===== config.mk =====
export PLATFORM = sky130hd
export DESIGN_NAME = epoch_to_calendar_top
export DESIGN_NICKNAME = d
export VERILOG_FILES = /design/src/sv/etc_pkg.sv /design/src/sv/etc_time_split.sv /design/src/sv/etc_civil_date.sv /design/src/sv/epoch_to_calendar_top.sv
export VERILOG_INCLUDE_DIRS = /design/src /design/src/sv
export SDC_FILE = /design/constraint.sdc
export NUM_CORES = 2
export LEC_CHECK = 0
export CELL_PAD_IN_SITES_DETAIL_PLACEMENT = 1
export CELL_PAD_IN_SITES_GLOBAL_PLACEMENT = 1
export CORE_UTILIZATION = 45
export CTS_CLUSTER_DIAMETER = 100
export DETAILED_ROUTE_END_ITERATION = 6
export DONT_BUFFER_PORTS = 1
export GPL_TIMING_DRIVEN = 0
export PLACE_DENSITY = 0.81
export SETUP_SLACK_MARGIN = 0.2
export SYNTH_ARGS = -nofsm -noshare
export SYNTH_HDL_FRONTEND = slang
export SYNTH_SLANG_ARGS = --single-unit
export TNS_END_PERCENT = 10

===== constraint.sdc =====
create_clock -name clk -period 12 [get_ports clk]
set_input_delay 0 -clock clk [delete_from_list [all_inputs] [get_ports clk]]
set_output_delay 0 -clock clk [all_outputs]
set_load 0.1 [all_outputs]

===== src/sv/epoch_to_calendar_top_defines.svh =====
// assertion macros shared by the epoch to calendar rtl
// expects clk and rst in scope at the point of use
`ifndef EPOCH_TO_CALENDAR_TOP_DEFINES_SVH
`define EPOCH_TO_CALENDAR_TOP_DEFINES_SVH

// checked every cycle outside reset
`define ETC_ASSERT(label, prop, msg) \
  label: assert property (@(posedge clk) disable iff (rst) prop) \
    else $error(msg);

// checked every cycle, reset included
`define ETC_ASSERT_ALWAYS(label, prop, msg) \
  label: assert property (@(posedge clk) prop) else $error(msg);

`endif


===== src/sv/etc_pkg.sv =====
// shared types, widths and constant reciprocals for the epoch to calendar pipeline
// no dependencies
package etc_pkg;

  localparam int NSTAGE     = 8;
  localparam int IN_TDATA_W = 56;
  localparam int OUT_TDATA_W = 48;

  localparam int SECS_W  = 32;
  localparam int MICROS_W = 20;
  localparam int YEAR_W  = 12;
  localparam int MONTH_W = 4;
  localparam int DAY_W   = 5;
  localparam int HOUR_W  = 5;
  localparam int MIN_W   = 6;
  localparam int SEC_W   = 6;
  localparam int MS_W    = 10;

  localparam int DAYS_W = 16;
  localparam int DOE_W  = 18;
  localparam int YOE_W  = 9;
  localparam int DOY_W  = 9;
  localparam int MP_W   = 4;
  localparam int REM_W  = 17;
  localparam int R2_W   = 12;

  localparam int SECS_PER_DAY  = 86400;
  localparam int SECS_PER_HOUR = 3600;
  localparam int SECS_PER_MIN  = 60;
  localparam int MILLIS_MAX    = 999;

  // day shift to a march-based calendar and era bounds
  localparam int DAY_SHIFT  = 719468;
  localparam int ERA_DAYS   = 146097;
  localparam int ERA4_START = 4 * ERA_DAYS;
  localparam int ERA5_START = 5 * ERA_DAYS;
  localparam int CENT_DAYS  = 36524;
  localparam int YEAR_DAYS  = 365;

  // reciprocals m = ceil(2^k / d), k = bits(x) + bits(d), exact for every x
  localparam int DAY_K  = 35;  // (secs >> 7) / 675
  localparam int HOUR_K = 21;  // (rem >> 4) / 225
  localparam int MIN_K  = 14;  // (r2 >> 2) / 15
  localparam int MS_K   = 24;  // (us >> 3) / 125
  localparam int Q4Y_K  = 25;  // (doe >> 2) / 365
  localparam int YOE_K  = 27;  // t / 365
  localparam int MP_K   = 19;  // (5 * doy + 2) / 153

  localparam longint unsigned DAY_RECIP  = ((64'd1 << DAY_K) + 64'd674) / 64'd675;
  localparam longint unsigned HOUR_RECIP = ((64'd1 << HOUR_K) + 64'd224) / 64'd225;
  localparam longint unsigned MIN_RECIP  = ((64'd1 << MIN_K) + 64'd14) / 64'd15;
  localparam longint unsigned MS_RECIP   = ((64'd1 << MS_K) + 64'd124) / 64'd125;
  localparam longint unsigned Q4Y_RECIP  = ((64'd1 << Q4Y_K) + 64'd364) / 64'd365;
  localparam longint unsigned YOE_RECIP  = ((64'd1 << YOE_K) + 64'd364) / 64'd365;
  localparam longint unsigned MP_RECIP   = ((64'd1 << MP_K) + 64'd152) / 64'd153;

  typedef struct packed {
    logic [MS_W-1:0]   millis;
    logic [SEC_W-1:0]  second;
    logic [MIN_W-1:0]  minute;
    logic [HOUR_W-1:0] hour;
  } etc_tod_t;

  typedef struct packed {
    logic [DAY_W-1:0]   day;
    logic [MONTH_W-1:0] month;
    logic [YEAR_W-1:0]  year;
  } etc_date_t;

  // first day of year of each march-based month, (153 * mp + 2) / 5
  function automatic logic [DOY_W-1:0] month_start(input logic [MP_W-1:0] mp);
    logic [DOY_W-1:0] r;
    case (mp)
      4'd0:    r = 9'd0;
      4'd1:    r = 9'd31;
      4'd2:    r = 9'd61;
      4'd3:    r = 9'd92;
      4'd4:    r = 9'd122;
      4'd5:    r = 9'd153;
      4'd6:    r = 9'd184;
      4'd7:    r = 9'd214;
      4'd8:    r = 9'd245;
      4'd9:    r = 9'd275;
      4'd10:   r = 9'd306;
      4'd11:   r = 9'd337;
      default: r = 9'd0;
    endcase
    return r;
  endfunction

endpackage


===== src/sv/etc_time_split.sv =====
// splits seconds into day count and time of day, microseconds into millis
// uses etc_pkg; stage enables come from the top level valid chain
module etc_time_split (
  input  logic                          clk,
  input  logic [etc_pkg::NSTAGE-1:0]    en,
  input  logic [etc_pkg::SECS_W-1:0]    secs,
  input  logic [etc_pkg::MICROS_W-1:0]  micros,
  output logic [etc_pkg::DAYS_W-1:0]    days,
  output etc_pkg::etc_tod_t             tod
);
  import etc_pkg::*;

  // stage 2: day count and millis by reciprocal
  logic [50:0] day_prod;
  logic [34:0] ms_prod;
  logic [10:0] ms_raw;
  logic [MS_W-1:0] ms_sat;

  logic [SECS_W-1:0] secs_s2;
  logic [MS_W-1:0]   ms_s2;

  assign day_prod = 51'(secs[SECS_W-1:7]) * 51'(26'(DAY_RECIP));
  assign ms_prod  = 35'(micros[MICROS_W-1:3]) * 35'(18'(MS_RECIP));
  assign ms_raw   = ms_prod[MS_K +: 11];
  assign ms_sat   = (ms_raw > 11'(MILLIS_MAX)) ? MS_W'(MILLIS_MAX) : ms_raw[MS_W-1:0];

  always_ff @(posedge clk) begin
    if (en[1]) begin
      secs_s2 <= secs;
      days    <= day_prod[DAY_K +: DAYS_W];
      ms_s2   <= ms_sat;
    end
  end

  // stage 3: seconds within the day
  logic [32:0] day_secs;
  logic [REM_W-1:0] rem_s3;
  logic [MS_W-1:0]  ms_s3;

  assign day_secs = 33'(days) * 33'(SECS_PER_DAY);

  always_ff @(posedge clk) begin
    if (en[2]) begin
      rem_s3 <= secs_s2[REM_W-1:0] - day_secs[REM_W-1:0];
      ms_s3  <= ms_s2;
    end
  end

  // stage 4: hour
  logic [26:0] hr_prod;
  logic [REM_W-1:0]  rem_s4;
  logic [HOUR_W-1:0] hr_s4;
  logic [MS_W-1:0]   ms_s4;

  assign hr_prod = 27'(rem_s3[REM_W-1:4]) * 27'(14'(HOUR_RECIP));

  always_ff @(posedge clk) begin
    if (en[3]) begin
      rem_s4 <= rem_s3;
      hr_s4  <= hr_prod[HOUR_K +: HOUR_W];
      ms_s4  <= ms_s3;
    end
  end

  // stage 5: seconds within the hour
  logic [REM_W-1:0]  hr_secs;
  logic [R2_W-1:0]   r2_s5;
  logic [HOUR_W-1:0] hr_s5;
  logic [MS_W-1:0]   ms_s5;

  assign hr_secs = REM_W'(hr_s4) * REM_W'(SECS_PER_HOUR);

  always_ff @(posedge clk) begin
    if (en[4]) begin
      r2_s5 <= R2_W'(rem_s4 - hr_secs);
      hr_s5 <= hr_s4;
      ms_s5 <= ms_s4;
    end
  end

  // stage 6: minute
  logic [20:0] mn_prod;
  logic [R2_W-1:0]   r2_s6;
  logic [MIN_W-1:0]  mn_s6;
  logic [HOUR_W-1:0] hr_s6;
  logic [MS_W-1:0]   ms_s6;

  assign mn_prod = 21'(r2_s5[R2_W-1:2]) * 21'(11'(MIN_RECIP));

  always_ff @(posedge clk) begin
    if (en[5]) begin
      r2_s6 <= r2_s5;
      mn_s6 <= mn_prod[MIN_K +: MIN_W];
      hr_s6 <= hr_s5;
      ms_s6 <= ms_s5;
    end
  end

  // stage 7: second
  logic [R2_W-1:0] mn_secs;

  assign mn_secs = R2_W'(mn_s6) * R2_W'(SECS_PER_MIN);

  always_ff @(posedge clk) begin
    if (en[6]) begin
      tod.second <= SEC_W'(r2_s6 - mn_secs);
      tod.minute <= mn_s6;
      tod.hour   <= hr_s6;
      tod.millis <= ms_s6;
    end
  end

endmodule


===== src/sv/etc_civil_date.sv =====
// turns a day count since 1970-01-01 into gregorian year, month and day
// uses etc_pkg; runs in stages 3 to 7 of the top level pipeline
module etc_civil_date (
  input  logic                        clk,
  input  logic [etc_pkg::NSTAGE-1:0]  en,
  input  logic [etc_pkg::DAYS_W-1:0]  days,
  output etc_pkg::etc_date_t          date
);
  import etc_pkg::*;

  // stage 3: era and day of era, counted from a march 1 origin
  logic [19:0] z;
  logic        era_hi;
  logic [DOE_W-1:0] doe_s3;
  logic             era_s3;

  assign z      = 20'(days) + 20'(DAY_SHIFT);
  assign era_hi = (z >= 20'(ERA5_START));

  always_ff @(posedge clk) begin
    if (en[2]) begin
      doe_s3 <= DOE_W'(z - (era_hi ? 20'(ERA5_START) : 20'(ERA4_START)));
      era_s3 <= era_hi;
    end
  end

  // stage 4: day of era with leap days taken out
  logic [32:0] q4y_prod;
  logic [6:0]  q4y;
  logic [2:0]  qcent;
  logic        qlast;
  logic [DOE_W-1:0] t_s4;
  logic [DOE_W-1:0] doe_s4;
  logic             era_s4;

  assign q4y_prod = 33'(doe_s3[DOE_W-1:2]) * 33'(17'(Q4Y_RECIP));
  assign q4y      = q4y_prod[Q4Y_K +: 7];
  assign qcent    = 3'(doe_s3 >= DOE_W'(CENT_DAYS)) + 3'(doe_s3 >= DOE_W'(2 * CENT_DAYS))
                  + 3'(doe_s3 >= DOE_W'(3 * CENT_DAYS)) + 3'(doe_s3 >= DOE_W'(4 * CENT_DAYS));
  assign qlast    = (doe_s3 == DOE_W'(ERA_DAYS - 1));

  always_ff @(posedge clk) begin
    if (en[3]) begin
      t_s4   <= doe_s3 - DOE_W'(q4y) + DOE_W'(qcent) - DOE_W'(qlast);
      doe_s4 <= doe_s3;
      era_s4 <= era_s3;
    end
  end

  // stage 5: year of era
  logic [36:0] yoe_prod;
  logic [YOE_W-1:0] yoe_s5;
  logic [DOE_W-1:0] doe_s5;
  logic             era_s5;

  assign yoe_prod = 37'(t_s4) * 37'(19'(YOE_RECIP));

  always_ff @(posedge clk) begin
    if (en[4]) begin
      yoe_s5 <= yoe_prod[YOE_K +: YOE_W];
      doe_s5 <= doe_s4;
      era_s5 <= era_s4;
    end
  end

  // stage 6: day of march-based year
  logic [1:0]       ycent;
  logic [DOE_W-1:0] year_base;
  logic [DOY_W-1:0] doy_s6;
  logic [YOE_W-1:0] yoe_s6;
  logic             era_s6;

  assign ycent = 2'(yoe_s5 >= 9'd100) + 2'(yoe_s5 >= 9'd200) + 2'(yoe_s5 >= 9'd300);
  assign year_base = DOE_W'(yoe_s5) * DOE_W'(YEAR_DAYS) + DOE_W'(yoe_s5[YOE_W-1:2])
                   - DOE_W'(ycent);

  always_ff @(posedge clk) begin
    if (en[5]) begin
      doy_s6 <= DOY_W'(doe_s5 - year_base);
      yoe_s6 <= yoe_s5;
      era_s6 <= era_s5;
    end
  end

  // stage 7: march-based month index
  logic [10:0] mp_num;
  logic [22:0] mp_prod;
  logic [MP_W-1:0]  mp_s7;
  logic [DOY_W-1:0] doy_s7;
  logic [YOE_W-1:0] yoe_s7;
  logic             era_s7;

  assign mp_num  = 11'(doy_s6) * 11'd5 + 11'd2;
  assign mp_prod = 23'(mp_num) * 23'(12'(MP_RECIP));

  always_ff @(posedge clk) begin
    if (en[6]) begin
      mp_s7  <= mp_prod[MP_K +: MP_W];
      doy_s7 <= doy_s6;
      yoe_s7 <= yoe_s6;
      era_s7 <= era_s6;
    end
  end

  // output: day, civil month and year, january and february belong to the next year
  logic [MONTH_W-1:0] mon;

  assign mon = (mp_s7 < 4'd10) ? mp_s7 + 4'd3 : mp_s7 - 4'd9;

  always_comb begin
    date.day   = DAY_W'(doy_s7 - month_start(mp_s7) + 9'd1);
    date.month = mon;
    date.year  = YEAR_W'(yoe_s7) + (era_s7 ? 12'd2000 : 12'd1600)
               + YEAR_W'(mon <= 4'd2);
  end

endmodule


===== src/sv/epoch_to_calendar_top.sv =====
// epoch to calendar top level: stream ports, input and output registers, stage valid chain
// uses etc_pkg, etc_time_split, etc_civil_date and epoch_to_calendar_top_defines.svh
//
//   channel   dir   tdata fields (low bit first)                         beat
//   s_axis    in    epoch_seconds[31:0] micros[51:32] zero[55:52]        one timestamp
//   m_axis    out   year[11:0] month[15:12] day[20:16] hour[25:21]      one calendar result
//                   minute[31:26] second[37:32] millis[47:38]
//
// one beat in and one beat out per cycle while m_axis is ready; an accepted beat passes
// through all eight register stages, the input register first and the output register last
// rst clears the stage valid bits only, data registers need no reset
// each stage loads when it is empty or when the stage after it moves, so bubbles close up
// s_axis_tready drops only when all eight stages hold beats and m_axis is stalled
`include "epoch_to_calendar_top_defines.svh"

module epoch_to_calendar_top (
  input  logic                              clk,
  input  logic                              rst,
  input  logic                              s_axis_tvalid,
  output logic                              s_axis_tready,
  // epoch_seconds[31:0], micros[51:32], zero fill[55:52]
  input  logic [etc_pkg::IN_TDATA_W-1:0]    s_axis_tdata,
  output logic                              m_axis_tvalid,
  input  logic                              m_axis_tready,
  // year[11:0], month[15:12], day[20:16], hour[25:21], minute[31:26],
  // second[37:32], millis[47:38]
  output logic [etc_pkg::OUT_TDATA_W-1:0]   m_axis_tdata
);
  import etc_pkg::*;

  // stage valid bits, vld[0] is the input register, vld[NSTAGE-1] the output register
  logic [NSTAGE-1:0] vld;
  logic [NSTAGE-1:0] en;

  // a stage loads when empty or when its successor moves on
  always_comb begin
    en[NSTAGE-1] = !vld[NSTAGE-1] || m_axis_tready;
    for (int i = NSTAGE - 2; i >= 0; i--) begin
      en[i] = !vld[i] || en[i+1];
    end
  end

  assign s_axis_tready = en[0];
  assign m_axis_tvalid = vld[NSTAGE-1];

  always_ff @(posedge clk) begin
    if (rst) begin
      vld <= '0;
    end else begin
      if (en[0]) begin
        vld[0] <= s_axis_tvalid;
      end
      for (int i = 1; i < NSTAGE; i++) begin
        if (en[i]) begin
          vld[i] <= vld[i-1];
        end
      end
    end
  end

  // input register
  logic [SECS_W-1:0]   secs_s1;
  logic [MICROS_W-1:0] micros_s1;

  always_ff @(posedge clk) begin
    if (en[0]) begin
      secs_s1   <= s_axis_tdata[SECS_W-1:0];
      micros_s1 <= s_axis_tdata[SECS_W +: MICROS_W];
    end
  end

  // day count and time of day
  logic [DAYS_W-1:0] days;
  etc_tod_t          tod;

  etc_time_split u_time_split (
    .clk    (clk),
    .en     (en),
    .secs   (secs_s1),
    .micros (micros_s1),
    .days   (days),
    .tod    (tod)
  );

  // calendar date from the day count
  etc_date_t date;

  etc_civil_date u_civil_date (
    .clk  (clk),
    .en   (en),
    .days (days),
    .date (date)
  );

  // output register, holds while m_axis is stalled
  etc_tod_t  out_tod;
  etc_date_t out_date;

  always_ff @(posedge clk) begin
    if (en[NSTAGE-1]) begin
      out_tod  <= tod;
      out_date <= date;
    end
  end

  assign m_axis_tdata = {out_tod.millis, out_tod.second, out_tod.minute, out_tod.hour,
                         out_date.day, out_date.month, out_date.year};

  // a full pipeline with m_axis stalled is the only reason to refuse a beat
  `ETC_ASSERT(a_ready_low_full,
    !s_axis_tready |-> (&vld && !m_axis_tready),
    "ready low with room in pipeline")
  // reset empties every stage
  `ETC_ASSERT_ALWAYS(a_reset_empty,
    rst |=> (!m_axis_tvalid && s_axis_tready),
    "pipeline not empty after reset")
  // date fields stay in calendar range
  `ETC_ASSERT(a_date_range,
    m_axis_tvalid |-> (out_date.month >= 4'd1 && out_date.month <= 4'd12 &&
                       out_date.day >= 5'd1 && out_date.year >= 12'd1970 &&
                       out_date.year <= 12'd2106),
    "date field out of range")
  // time fields stay in clock range
  `ETC_ASSERT(a_time_range,
    m_axis_tvalid |-> (out_tod.hour <= 5'd23 && out_tod.minute <= 6'd59 &&
                       out_tod.second <= 6'd59 && out_tod.millis <= 10'd999),
    "time field out of range")

endmodule


==> flow_summary.ini <==
[clocking]
numCtsBuffers = 43
clk_path_buf_depth = 3
post-cts-setup-buffer-count = 0
clock_latency_ns = 0.60
hold_buffers = 54
clk_pin_slew_worst_paths_ns = 0.07
ctsRootBufferMaster = clkbuf_16
cts_tree = yes
cts_resized = 0
htree_num_levels = 2
clock_sinks = 392

[synth]
synthAdderAreaFrac_pct = 53.9
yosys.area.top_type = ha_1
synth_compound_area_share_pct = 4.75
synth_edf_count = 379
yosys_warnings = 0
ys_seq_area_share_pct = 25.8
synthesis.nets = 5557
synth_cells = 3867
ys_types = 70
synthesis.area_um2 = 45200
synth_xor_xnor_area_share_pct = 3.60
synth_seq_cells = 392
yosysTopAreaCellShare_pct = 30.5
avgSynthCellArea_um2 = 11.7
synthArstFlopShare_pct = 0
ys.flop_type = edfxtp_1
synth_mux_area_share_pct = 0.241
synth_top_family_by_area = adder cells
synth_area_leaders = ha_1, edfxtp_1, fa_1
synthSimpleGateAreaFrac_pct = 3.55

[setup_path]
cp.buffers_inverters = 7
cpPeakStageDelay_ns = 0.81
cp_common_cell = inv_1
cp-end-kind = flip-flop
required_ns = 12.34
path_class = reg2reg
worstPathMaxFanout = 11
critPathSlowestCell = edfxtp_1
startpoint_type = flip-flop
cp_top_family = adder cells
cp.arrival_ns = 10.23

[final_layout]
diodes = 0
final_nets = 5666
areaGrowthSynthToFinish_pct = 8.46
fin_cells = 5296
fillers = 10432
finalInstanceArea_um2 = 49000
multi_input_area_um2 = 29900
drive_gt1_share_pct = 2.69
regArea_um2 = 11600

[placed_design]
numPortBuffers = 0
dpl_cell_area_um2 = 47000
place_inst = 5164
gp_congestion = 0.859
post-dp-hpwl_um = 84400

[route]
first_iter_violations = 1008
drt_pass1_iterations = 7
antenna_left = 0
route.detailed.drc = 0
wirelength_um = 104000
wire_per_inst_um = 19.7
via_count = 27330
avgViaCountPerCell = 5.16

[grt]
antenna_found_initial = 0
global_route.usage.total_pct = 21.3
grt_max_degree = 49
overflow = 0
grt_first_pass_wirelength_um = 170000
grt_pass1_vias = 32635

[timing]
finalSetupTns_ns = 0
max_freq_mhz = 101
fin_crit_ns = 9.89
worstMarginPinSlew_ns = 0.993
hold_viol_final = 0
rsz0062_at_grt = no
finalMaxSlewViolations = 0
clock_skew_ns = 0.0254
whs_ns = 0.0332
setup_violations = 0
max_slew_margin_pct = 33.9
min_period_over_period_pct = 82.4

[floorplanning]
core_area_um2 = 99000
fp.dieH_um = 319
dieArea_um2 = 102000
start_util_pct = 45.7
rows = 115
num_io_pins = 110
die_width_um = 319

[job]
max-cap-violations = 0

[hold_path]
min_path_type = in2reg

[run_status]
outcome = finished, final reports clean
layout make-up:
| cell class | instances | share of cell area (%) |
|---|---|---|
| Buffer | 3 | 0.0230 |
| Clock buffer | 53 | 2.33 |
| Clock inverter | 25 | 0.648 |
| Inverter | 989 | 7.57 |
| Multi-Input combinational cell | 2483 | 60.9 |
| Sequential cell | 392 | 23.7 |
| Tap cell | 1287 | 3.28 |
| Timing Repair Buffer | 64 | 1.51 |
cell usage after synthesis (all sizes together), types with 5 or more instances:
cell type,n
edfxtp,379
dfxtp,13
fa,527
nand2b,24
o21ai,53
xor2,51
xnor2,135
nand2,84
or2,7
and3,10
or3,6
nor2,93
a211oi,14
ha,1103
nor2b,18
nand4,18
a221oi,6
a21oi,101
inv,988
a21boi,8
a2111oi,5
o211ai,7
o21a,16
a21o,49
nor3,23
mux2i,7
nand3,26
a31oi,11
and2,8
o21bai,16
worst register-to-register path: cells and delay by family, from the launching register on:
family	cells	cell delay, ns
fa+ha+maj	10	4.06
compound gates	14	3.26
simple gates	3	0.54
buf+inv	7	0.68
xor+xnor	2	0.30
flops	1	0.81
metal layers:
metal | share of wire, % | global-route usage, % | up-vias
li1 | - | - | 12849
met3 | 2.9 | 2.44 | 194
met2 | 52 | 39.5 | 399
met4 | 3.7 | 7.64 | 0
met5 | 0 | 0 | -
met1 | 41 | 25.2 | 13888
cell families after synthesis:
| family | Yosys count |
|---|---|
| xor gates and xnor gates | 186 |
| DFF | 392 |
| AOI/OAI and AO/OA | 326 |
| adders and majority gates | 1630 |
| buffers and inverters | 992 |
| muxes | 9 |
| and+or+nand+nor | 332 |
placed cells by master, fill, tap and decap left out, drive strengths merged, types with 11 or more instances in the layout:
| cell type | Yosys | final |
|---|---|---|
| ha | 1103 | 1103 |
| inv | 988 | 992 |
| fa | 527 | 527 |
| edfxtp | 379 | 379 |
| xnor2 | 135 | 135 |
| a21oi | 101 | 101 |
| nor2 | 93 | 93 |
| nand2 | 84 | 84 |
| clkbuf | 3 | 56 |
| dlygate4sd3 | 0 | 54 |
| o21ai | 53 | 53 |
| xor2 | 51 | 51 |
| a21o | 49 | 49 |
| nand3 | 26 | 26 |
| nand2b | 24 | 24 |
| nor3 | 23 | 23 |
| nor2b | 18 | 18 |
| nand4 | 18 | 18 |
| o21a | 16 | 16 |
| o21bai | 16 | 16 |
| a211oi | 14 | 14 |
| dfxtp | 13 | 13 |
| a31oi | 11 | 11 |
state kept, by name (all words and copies together) (netlist names), 10 cells and up, named ones only:
register              cells
u_time_split.ms_s5       10
u_time_split.rem_s3      17
u_civil_date.t_s4        18
u_time_split.ms_s4       10
m_axis_tdata             48
u_time_split.ms_s3       10
u_time_split.r2_s5       12
secs_s1                  32
u_time_split.tod         27
u_time_split.secs_s2     17
u_time_split.ms_s2       10
u_time_split.days        16
u_time_split.rem_s4      12
u_civil_date.doe_s3      18
u_time_split.ms_s6       10
micros_s1                17
final timing paths:
kind	from	slack (ns)	depth (start not counted)	to
worst max-delay path	u_civil_date.doe_s3[6]$_DFFE_PP_	2.11	36	u_civil_date.t_s4[17]$_DFFE_PP_
worst min-delay path	s_axis_tdata[23]	0.03	1	secs_s1[23]$_DFFE_PP_
worst max register to register	u_civil_date.doe_s3[6]$_DFFE_PP_	2.11	36	u_civil_date.t_s4[17]$_DFFE_PP_
worst min register to register	u_civil_date.yoe_s6[6]$_DFFE_PP_	0.41	0	u_civil_date.yoe_s7[6]$_DFFE_PN_
metrics by stage:
step / setup slack [ns] / utilization, %
6_report: 2.11 / 49.5
5_1_grt: 1.58 / 49.5
4_1_cts: 2.04 / 49.5
3_5_place_dp: 2.09 / 47.5
3_3_place_gp: 2.26 / 47.3
2_1_floorplan: 3.63 / -
Power is not shown: default switching activity piles up to over one toggle a cycle in this logic, so the estimate is an artifact.
